===== config.mk =====
export PLATFORM = sky130hd
export DESIGN_NAME = lru_key_value_cache_top
export DESIGN_NICKNAME = d
export VERILOG_FILES = /design/src/design/lkv_pkg.sv /design/src/design/lkv_lookup.sv /design/src/design/lkv_store.sv /design/src/design/lru_key_value_cache_top.sv
export VERILOG_INCLUDE_DIRS = /design/src /design/src/design
export SDC_FILE = /design/constraint.sdc
export NUM_CORES = 2
export LEC_CHECK = 0
export BUFFER_PORTS_ARGS = -buffer_cell sky130_fd_sc_hd__buf_2
export CELL_PAD_IN_SITES_DETAIL_PLACEMENT = 0
export CELL_PAD_IN_SITES_GLOBAL_PLACEMENT = 2
export CORE_MARGIN = 2
export CORE_UTILIZATION = 45
export CTS_CLUSTER_DIAMETER = 200
export DETAILED_ROUTE_END_ITERATION = 8
export GPL_ROUTABILITY_DRIVEN = 0
export PLACE_DENSITY = 0.78
export SLEW_MARGIN = 20
export SYNTH_ARGS = -nofsm -noshare
export SYNTH_HDL_FRONTEND = slang
export SYNTH_SLANG_ARGS = --single-unit

===== constraint.sdc =====
create_clock -name clk -period 8.4 [get_ports clk]
set_clock_uncertainty 0.1 [all_clocks]
set_input_delay 2.52 -clock clk [delete_from_list [all_inputs] [get_ports clk]]
set_output_delay 2.52 -clock clk [all_outputs]
set_load 0.01 [all_outputs]

===== src/design/lru_key_value_cache_top_defines.svh =====
// Assertion macros shared by the LRU key-value cache design files.
`ifndef LRU_KEY_VALUE_CACHE_TOP_DEFINES_SVH
`define LRU_KEY_VALUE_CACHE_TOP_DEFINES_SVH
`ifndef SYNTHESIS
`define LKV_ASSERT_NOW(label, clk, rst_n, ante, cons) \
    label: assert property (@(posedge clk) disable iff (!rst_n) (ante) |-> (cons)) \
        else $error("lru cache check failed");
`define LKV_ASSERT_NEXT(label, clk, rst_n, ante, cons) \
    label: assert property (@(posedge clk) disable iff (!rst_n) (ante) |=> (cons)) \
        else $error("lru cache check failed");
`else
`define LKV_ASSERT_NOW(label, clk, rst_n, ante, cons)
`define LKV_ASSERT_NEXT(label, clk, rst_n, ante, cons)
`endif
`endif


===== src/design/lkv_pkg.sv =====
// Shared constants and types for the LRU key-value cache.
package lkv_pkg;

    localparam int CAP_BITS = 5;
    localparam logic [CAP_BITS-1:0] CAP_RESET = 5'd16;

    localparam logic KIND_GET = 1'b0;
    localparam logic KIND_PUT = 1'b1;

    typedef struct packed {
        logic is_put;
        logic hit;
        logic evict;
        logic fill;
    } lkv_flags_t;

endpackage


===== src/design/lkv_lookup.sv =====
// Parallel key match, victim and free-slot selection for one operation.
module lkv_lookup
    import lkv_pkg::*;
#(
    parameter int ENTRIES    = 16,
    parameter int KEY_BITS   = 32,
    parameter int VALUE_BITS = 32,
    localparam int IDX_W     = $clog2(ENTRIES),
    localparam int CNT_W     = $clog2(ENTRIES + 1)
) (
    input  logic                  kind,
    input  logic [KEY_BITS-1:0]   key,
    input  logic [CAP_BITS-1:0]   capacity,
    input  logic [ENTRIES-1:0]    entry_valid,
    input  logic [KEY_BITS-1:0]   entry_key [ENTRIES],
    input  logic [VALUE_BITS-1:0] entry_value [ENTRIES],
    input  logic [IDX_W-1:0]      entry_rank [ENTRIES],
    input  logic [CNT_W-1:0]      used_count,
    output lkv_flags_t            flags,
    output logic [IDX_W-1:0]      slot,
    output logic [CNT_W-1:0]      old_rank,
    output logic [VALUE_BITS-1:0] hit_value
);

    logic [ENTRIES-1:0] hit_vec;
    logic [ENTRIES-1:0] lru_vec;
    logic [IDX_W-1:0]   hit_idx;
    logic [IDX_W-1:0]   lru_idx;
    logic [IDX_W-1:0]   free_idx;
    logic [CNT_W-1:0]   eff_cap;
    logic [IDX_W-1:0]   lru_rank;
    logic               is_put;
    logic               any_hit;
    logic               need_evict;

    assign is_put   = (kind == KIND_PUT);
    assign lru_rank = IDX_W'(used_count - CNT_W'(1));

    always_comb
    begin
        if (capacity == '0)
            eff_cap = CNT_W'(1);
        else if (int'(capacity) > ENTRIES)
            eff_cap = CNT_W'(ENTRIES);
        else
            eff_cap = CNT_W'(capacity);
    end

    always_comb
    begin
        for (int i = 0; i < ENTRIES; i++)
        begin
            hit_vec[i] = entry_valid[i] && (entry_key[i] == key);
            lru_vec[i] = entry_valid[i] && (entry_rank[i] == lru_rank);
        end
    end

    // Scanning downward leaves the lowest-numbered match in each index.
    always_comb
    begin
        hit_idx  = '0;
        lru_idx  = '0;
        free_idx = '0;
        for (int i = ENTRIES - 1; i >= 0; i--)
        begin
            if (hit_vec[i])
                hit_idx = IDX_W'(i);
            if (lru_vec[i])
                lru_idx = IDX_W'(i);
            if (!entry_valid[i])
                free_idx = IDX_W'(i);
        end
    end

    assign any_hit    = |hit_vec;
    assign need_evict = (used_count >= eff_cap);

    always_comb
    begin
        flags.is_put = is_put;
        flags.hit    = any_hit;
        flags.evict  = is_put && !any_hit && need_evict && (|lru_vec);
        flags.fill   = is_put && !any_hit && !need_evict && !(&entry_valid);
    end

    always_comb
    begin
        if (any_hit)
        begin
            slot     = hit_idx;
            old_rank = CNT_W'(entry_rank[hit_idx]);
        end
        else if (need_evict)
        begin
            slot     = lru_idx;
            old_rank = used_count - CNT_W'(1);
        end
        else
        begin
            slot     = free_idx;
            old_rank = used_count;
        end
    end

    assign hit_value = entry_value[hit_idx];

endmodule


===== src/design/lkv_store.sv =====
// Entry storage: valid bits, keys, values, recency ranks and fill count.
`include "lru_key_value_cache_top_defines.svh"
module lkv_store
    import lkv_pkg::*;
#(
    parameter int ENTRIES    = 16,
    parameter int KEY_BITS   = 32,
    parameter int VALUE_BITS = 32,
    localparam int IDX_W     = $clog2(ENTRIES),
    localparam int CNT_W     = $clog2(ENTRIES + 1)
) (
    input  logic                  clk,
    input  logic                  rst_n,
    input  logic                  upd_en,
    input  lkv_flags_t            flags,
    input  logic [IDX_W-1:0]      slot,
    input  logic [CNT_W-1:0]      old_rank,
    input  logic [KEY_BITS-1:0]   new_key,
    input  logic [VALUE_BITS-1:0] new_value,
    output logic [ENTRIES-1:0]    entry_valid,
    output logic [KEY_BITS-1:0]   entry_key [ENTRIES],
    output logic [VALUE_BITS-1:0] entry_value [ENTRIES],
    output logic [IDX_W-1:0]      entry_rank [ENTRIES],
    output logic [CNT_W-1:0]      used_count
);

    logic [ENTRIES-1:0]    valid_reg;
    logic [KEY_BITS-1:0]   key_reg [ENTRIES];
    logic [VALUE_BITS-1:0] value_reg [ENTRIES];
    logic [IDX_W-1:0]      rank_reg [ENTRIES];
    logic [CNT_W-1:0]      used_count_reg;
    logic                  touch;
    logic                  write_key;
    logic                  write_value;

    assign touch       = upd_en && (flags.hit || flags.evict || flags.fill);
    assign write_key   = upd_en && (flags.evict || flags.fill);
    assign write_value = touch && flags.is_put;

    always_ff @(posedge clk or negedge rst_n)
    begin
        if (!rst_n)
        begin
            valid_reg      <= '0;
            used_count_reg <= '0;
        end
        else if (upd_en && flags.fill)
        begin
            valid_reg[slot] <= 1'b1;
            used_count_reg  <= used_count_reg + CNT_W'(1);
        end
    end

    // Touching an entry makes it rank zero; every entry more recent than it ages by one.
    always_ff @(posedge clk)
    begin
        for (int i = 0; i < ENTRIES; i++)
        begin
            if (touch)
            begin
                if (slot == IDX_W'(i))
                    rank_reg[i] <= '0;
                else if (valid_reg[i] && (CNT_W'(rank_reg[i]) < old_rank))
                    rank_reg[i] <= rank_reg[i] + IDX_W'(1);
            end
            if (write_key && (slot == IDX_W'(i)))
                key_reg[i] <= new_key;
            if (write_value && (slot == IDX_W'(i)))
                value_reg[i] <= new_value;
        end
    end

    assign entry_valid = valid_reg;
    assign entry_key   = key_reg;
    assign entry_value = value_reg;
    assign entry_rank  = rank_reg;
    assign used_count  = used_count_reg;

    `LKV_ASSERT_NOW(a_count_matches_valid, clk, rst_n, 1'b1,
        $countones(valid_reg) == int'(used_count_reg))
    `LKV_ASSERT_NOW(a_fill_free_slot, clk, rst_n, upd_en && flags.fill, !valid_reg[slot])
    `LKV_ASSERT_NEXT(a_evict_keeps_count, clk, rst_n, upd_en && flags.evict,
        $stable(used_count_reg))

endmodule


===== src/design/lru_key_value_cache_top.sv =====
// Top level of the fully associative LRU key-value cache.
// An accepted beat is registered at the accepting edge, looked up and applied to the
// entries in the following cycle, and its result shows on done in the cycle after that.
// One get or put per cycle; busy stays low, since the whole match and rank update of an
// item takes place between the input register and the result register.
// Reset empties the cache and sets the capacity register to 16.
`include "lru_key_value_cache_top_defines.svh"
module lru_key_value_cache_top
    import lkv_pkg::*;
#(
    parameter int ENTRIES    = 16,
    parameter int KEY_BITS   = 32,
    parameter int VALUE_BITS = 32
) (
    input  logic                         clk,
    input  logic                         rst_n,
    input  logic                         start,
    output logic                         busy,
    input  logic                         kind,
    input  logic signed [KEY_BITS-1:0]   lookup_key,
    input  logic signed [VALUE_BITS-1:0] write_value,
    output logic                         done,
    output logic                         hit,
    output logic signed [VALUE_BITS-1:0] read_value,
    output logic                         evicted,
    input  logic                         cfg_we,
    input  logic [CAP_BITS-1:0]          cfg_wdata
);

    localparam int IDX_W = $clog2(ENTRIES);
    localparam int CNT_W = $clog2(ENTRIES + 1);

    logic                  in_valid_reg;
    logic                  kind_reg;
    logic [KEY_BITS-1:0]   key_reg;
    logic [VALUE_BITS-1:0] wval_reg;
    logic [CAP_BITS-1:0]   cap_reg;

    logic                  done_reg;
    logic                  hit_reg;
    logic [VALUE_BITS-1:0] read_value_reg;
    logic [VALUE_BITS-1:0] read_value_next;
    logic                  evicted_reg;

    logic [ENTRIES-1:0]    entry_valid;
    logic [KEY_BITS-1:0]   entry_key [ENTRIES];
    logic [VALUE_BITS-1:0] entry_value [ENTRIES];
    logic [IDX_W-1:0]      entry_rank [ENTRIES];
    logic [CNT_W-1:0]      used_count;
    lkv_flags_t            flags;
    logic [IDX_W-1:0]      slot;
    logic [CNT_W-1:0]      old_rank;
    logic [VALUE_BITS-1:0] hit_value;
    logic                  accept;

    assign busy   = 1'b0;
    assign accept = start && !busy;

    always_ff @(posedge clk or negedge rst_n)
    begin
        if (!rst_n)
        begin
            in_valid_reg <= 1'b0;
            done_reg     <= 1'b0;
            cap_reg      <= CAP_RESET;
        end
        else
        begin
            in_valid_reg <= accept;
            done_reg     <= in_valid_reg;
            if (cfg_we)
                cap_reg <= cfg_wdata;
        end
    end

    always_ff @(posedge clk)
    begin
        if (accept)
        begin
            kind_reg <= kind;
            key_reg  <= lookup_key;
            wval_reg <= write_value;
        end
        if (in_valid_reg)
        begin
            hit_reg        <= flags.hit;
            read_value_reg <= read_value_next;
            evicted_reg    <= flags.evict;
        end
    end

    lkv_lookup #(
        .ENTRIES    (ENTRIES),
        .KEY_BITS   (KEY_BITS),
        .VALUE_BITS (VALUE_BITS)
    ) u_lookup (
        .kind        (kind_reg),
        .key         (key_reg),
        .capacity    (cap_reg),
        .entry_valid (entry_valid),
        .entry_key   (entry_key),
        .entry_value (entry_value),
        .entry_rank  (entry_rank),
        .used_count  (used_count),
        .flags       (flags),
        .slot        (slot),
        .old_rank    (old_rank),
        .hit_value   (hit_value)
    );

    lkv_store #(
        .ENTRIES    (ENTRIES),
        .KEY_BITS   (KEY_BITS),
        .VALUE_BITS (VALUE_BITS)
    ) u_store (
        .clk         (clk),
        .rst_n       (rst_n),
        .upd_en      (in_valid_reg),
        .flags       (flags),
        .slot        (slot),
        .old_rank    (old_rank),
        .new_key     (key_reg),
        .new_value   (wval_reg),
        .entry_valid (entry_valid),
        .entry_key   (entry_key),
        .entry_value (entry_value),
        .entry_rank  (entry_rank),
        .used_count  (used_count)
    );

    // Only a get that hits returns data; everything else reads back all ones.
    assign read_value_next = (flags.hit && !flags.is_put) ? hit_value : {VALUE_BITS{1'b1}};

    assign done       = done_reg;
    assign hit        = hit_reg;
    assign read_value = read_value_reg;
    assign evicted    = evicted_reg;

    `LKV_ASSERT_NEXT(a_beat_gives_result, clk, rst_n, accept, ##1 done)
    `LKV_ASSERT_NOW(a_evict_is_miss, clk, rst_n, done && evicted,
        !hit && (read_value_reg == {VALUE_BITS{1'b1}}))
    `LKV_ASSERT_NOW(a_one_update_kind, clk, rst_n, in_valid_reg,
        $onehot0({flags.hit, flags.evict, flags.fill}))

endmodule

==> results.txt <==
- Combinational logic is responsible for 19.6% of the overall power.
- The cell count after synthesis came out at 3,959.
* Setup TNS Final: 0 ns
- Number of global-route vias before repair: 33,200
- Initial DRC Count: 3,486
- Power dissipated by switching net loads: 0.00491 W
- CTS Sinks: 1,215
- Total number of H-tree levels: 4
* Largest net degree at the start of global routing: 193
* Fraction of synthesized cell area taken by the top area cell type: 64.7%
- Compared with the post-synthesis result, the final layout area differs by 12.7%.
* Global-route wire length before repair: 231 mm
* Number of max-slew violations in the final report: 0
- The flow ran to the end, and the final reports show no timing, DRC or antenna violations.
- The number of antenna violations at the first check in global routing came to 5.
- Counting flops and latches in the post-synthesis netlist gives 1,215.
* CP Capture Type: flip-flop
* Cells resized by post-CTS repair: 0
- Die area: 125,000 sq um
* Number of placement rows: 128
- The filler cells instantiated in the layout total 10,200.
* Die boundary width: 354 microns
- Nets: 4,268
- Counting both buffers and inverters, the worst setup path holds a total of 4.
* Family with the most delay on the worst path: compound AO/OA/AOI/OAI gates
* Worst setup path class: flip-flop to flip-flop
* Avg Vias per Cell: 5.85
- Measured on the finished design, the core utilization comes to 51.0%.
* Power Dens Cells: 266 nW/um^2
- Maximum operating frequency: 0.146 GHz
- TritonCTS clock tree: done
- Endpoint required time on the critical path: 8.72 ns
- Clock-pin slew was measured on the worst setup and hold paths at 0.06 ns.
* Number of violations of the max-capacitance limit: 0
- Fraction of the yosys area taken by sequential cells: 66.0%
- The worst path in the final design needs a cycle of 6.86 ns, including I/O delays and setup.
- Setup violations remaining at the end of the flow were counted as 0.
- In this run the worst hold path is classified as flip-flop to flip-flop.
- Clock insertion delay at the later pin of the skew report: 0.78 ns
* Floorplan die height: 354 microns
* Clk network pwr share: 34.2%
- After synthesis, the netlist uses 77 different library cells.
* Crit-path max cell delay: 1.08 ns
- Mapped Avg Cell Area: 13.9 sq um
- Combined area of all synthesized cells: 55,100 sq um
- Of all cell types, the one taking the most synthesized area is edfxtp_1.
- Hold repair after CTS inserted 0 buffers.
- CP cell instances: buf_4 -> xor2_1 -> nor4_1 -> nand4_1 -> nor4_1 -> buf_4 -> nor4b_1 -> a211oi_4 -> buf_4 -> mux2i_1 -> mux2i_1 -> mux2i_1 -> mux2i_1 -> a21oi_2 -> buf_4 -> ha_1 -> a21o_1 -> a21oi_1 -> o21ai_0 -> nor2_1 -> o2111ai_1 -> a31oi_1
* Slew Limit Headroom: 19.0%
- Core Footprint: 122,000 sq um
* Final Routed Wirelength: 157 mm
- Residual DRC count: 0
- FFs w/ async S/R, synth: 2.30%
* Setup repair after global routing missed its margin: no
* IO buf count: 108
- CTS buffer count: 134
- Count of pins on the block boundary: 110
- The number of endpoints with negative hold slack in the final report is 0.
* Seq pwr share: 46.2%
* Total area of sequential cells: 36,300 sq um
- Post-CTS timing repair inserted 0 buffers for setup.
- The pre-antenna-repair detailed-routing pass consisted of 5 iterations.
* Arrival time at the worst endpoint: 7.18 ns
- The internal power of the cells totals 0.0116 W.
- Along the worst path, the maximum fanout reaches 20.
* Synth Warn #: 0
- Buffer depth of the longest clock path: 3
- Once detail routing completed, the nets flagged for antenna violations numbered 0.
* Biggest area contributors in the synthesized netlist: edfxtp_1, xor2_1, xnor2_1
* Area taken by multi-input logic gates: 17,300 sq um
- Max stage delay cell, worst path: edfxtp_1
- Initial cell density of the core: 45.3%
* Antenna cell count: 0
- After layout, the worst path uses 81.6% of the clock period.
* HPWL after DPL: 97.3 mm
- Counting every net in the synthesized netlist gives 4,104.
* Leakage power summed over all cells: 20.8 nW
- Of the total power, the share spent switching nets is 29.7%.
- In the final routed layout, each cell accounts on average for 26.8 microns.
- The post-route netlist has 12.1% of its cells at a drive strength greater than 1.
* Number of synthesized flops with an enable pin: 1,187
- CTS root buf: clkbuf_16
- Top flip-flop cell by instance count after synthesis: edfxtp_1
- Number of vias in the routed layout: 34,200
- Slew of the pin with the lowest slew margin: 1.21 ns
- IR analysis of the VDD net gives a maximum drop of 223 uV.
- Global routing used 25.0% of the available tracks across all layers.
- Type of element launching the critical path: flip-flop
- Remaining global-route overflow: 0
==> synthesized netlist by cell type (26+ instances only) <==
library cell and n:
a2111oi_0 66, a21o_1 26, inv_1 87, a21oi_1 118, nor4_1 181, o2111ai_1 27
mux2i_1 106, nand2b_1 26, nand4_1 113, buf_2 51, clkbuf_1 98, ha_1 71
dfrtp_1 27, nand3_1 225, edfxtp_1 1187, nor2_1 97, o211ai_1 40, buf_4 32
buf_6 39, xor2_1 424, xnor2_1 167, nor3_1 45, nand2_1 346, a211oi_1 69
and2_1 38
==> per-layer routing <==
metal	global-route usage (%)	routed length, microns
met1	35.9	69500
met2	39.6	73500
met3	3.35	9980
met4	7.70	4120
met5	0	13
==> worst register-to-register path, delay by kind of cell (launching register included) <==
kind	cells	cell delay, ns
fa+ha+maj	1	0.28
simple gates	5	1.39
flops	1	1.08
xor+xnor	1	0.13
mux	4	0.65
buf+inv	4	1.34
compound gates	7	1.53
==> through the flow <==
step / hold WS (ns) / worst slack, ns / total power [W] / std cells / cell area, sq um
after floorplan: 0.371 / 1.23 / 0.00978 / 3959 / 55100
after global placement: 0.386 / 1.58 / 0.0109 / 5606 / 57700
after detailed placement: 0.402 / 1.65 / 0.0110 / 5612 / 57900
after CTS: 0.416 / 1.62 / 0.0166 / 5854 / 62000
after global routing: 0.431 / 1.30 / 0.0172 / 5854 / 62000
final: 0.411 / 1.54 / 0.0165 / 5854 / 62000
==> placed cells by master (no fill, tap or decap), types with 69 or more instances in the layout <==
cell type / synthesis / layout
nor4_1: 181 / 180
buf_4: 32 / 132
a211oi_1: 69 / 69
nand2_1: 346 / 346
edfxtp_1: 1187 / 1187
nand3_1: 225 / 225
xor2_1: 424 / 423
inv_1: 87 / 87
mux2i_1: 106 / 106
a21oi_1: 118 / 114
buf_2: 51 / 107
nand4_1: 113 / 113
ha_1: 71 / 71
xnor2_1: 167 / 167
clkbuf_16: 0 / 136
==> kinds of logic after synthesis <==
family	count (synthesis)	share of synthesized area (%)
other cells	1	0.00681
fa+ha+maj	71	1.61
flops	1215	66.0
mux	115	2.11
xor+xnor	609	10.1
compound gates	444	5.79
simple gates	1192	11.3
buf+inv	312	2.99
==> area by class of cell <==
| cell class | count | area share, % |
|---|---|---|
| flip-flops and latches | 1215 | 58.6 |
| multi-input cells | 2432 | 28.0 |
| clock buffers | 172 | 5.74 |
| well taps | 1625 | 3.28 |
| repair buffers | 252 | 2.90 |
| clock inverters | 70 | 1.02 |
| inverters | 88 | 0.532 |
==> power groups by stage <==
stage / Combinational (W) / Sequential [W] / Clock (W)
CTS: 0.00322 / 0.00763 / 0.00575
finish: 0.00324 / 0.00763 / 0.00565
global route: 0.00351 / 0.00767 / 0.00598
global placement: 0.00319 / 0.00774 / 0
detailed placement: 0.00320 / 0.00775 / 0
floorplan: 0.00221 / 0.00757 / 0
==> worst paths after layout <==
kind	from	endpoint	slack, ns	depth (start not counted)
hold reg to reg	key_reg[15]	u_store.entry_key[239]	0.41	0
setup / recovery	key_reg[12]	u_store.entry_rank[63]	1.54	22
max in group asynchronous	rst_n	in_valid_reg	5.78	1
min in group asynchronous	rst_n	cap_reg[0]	1.78	1
setup reg to reg	key_reg[12]	u_store.entry_rank[63]	1.54	22
hold / removal	key_reg[15]	u_store.entry_key[239]	0.41	0
Note: power is estimated with default switching activity, not from simulation.
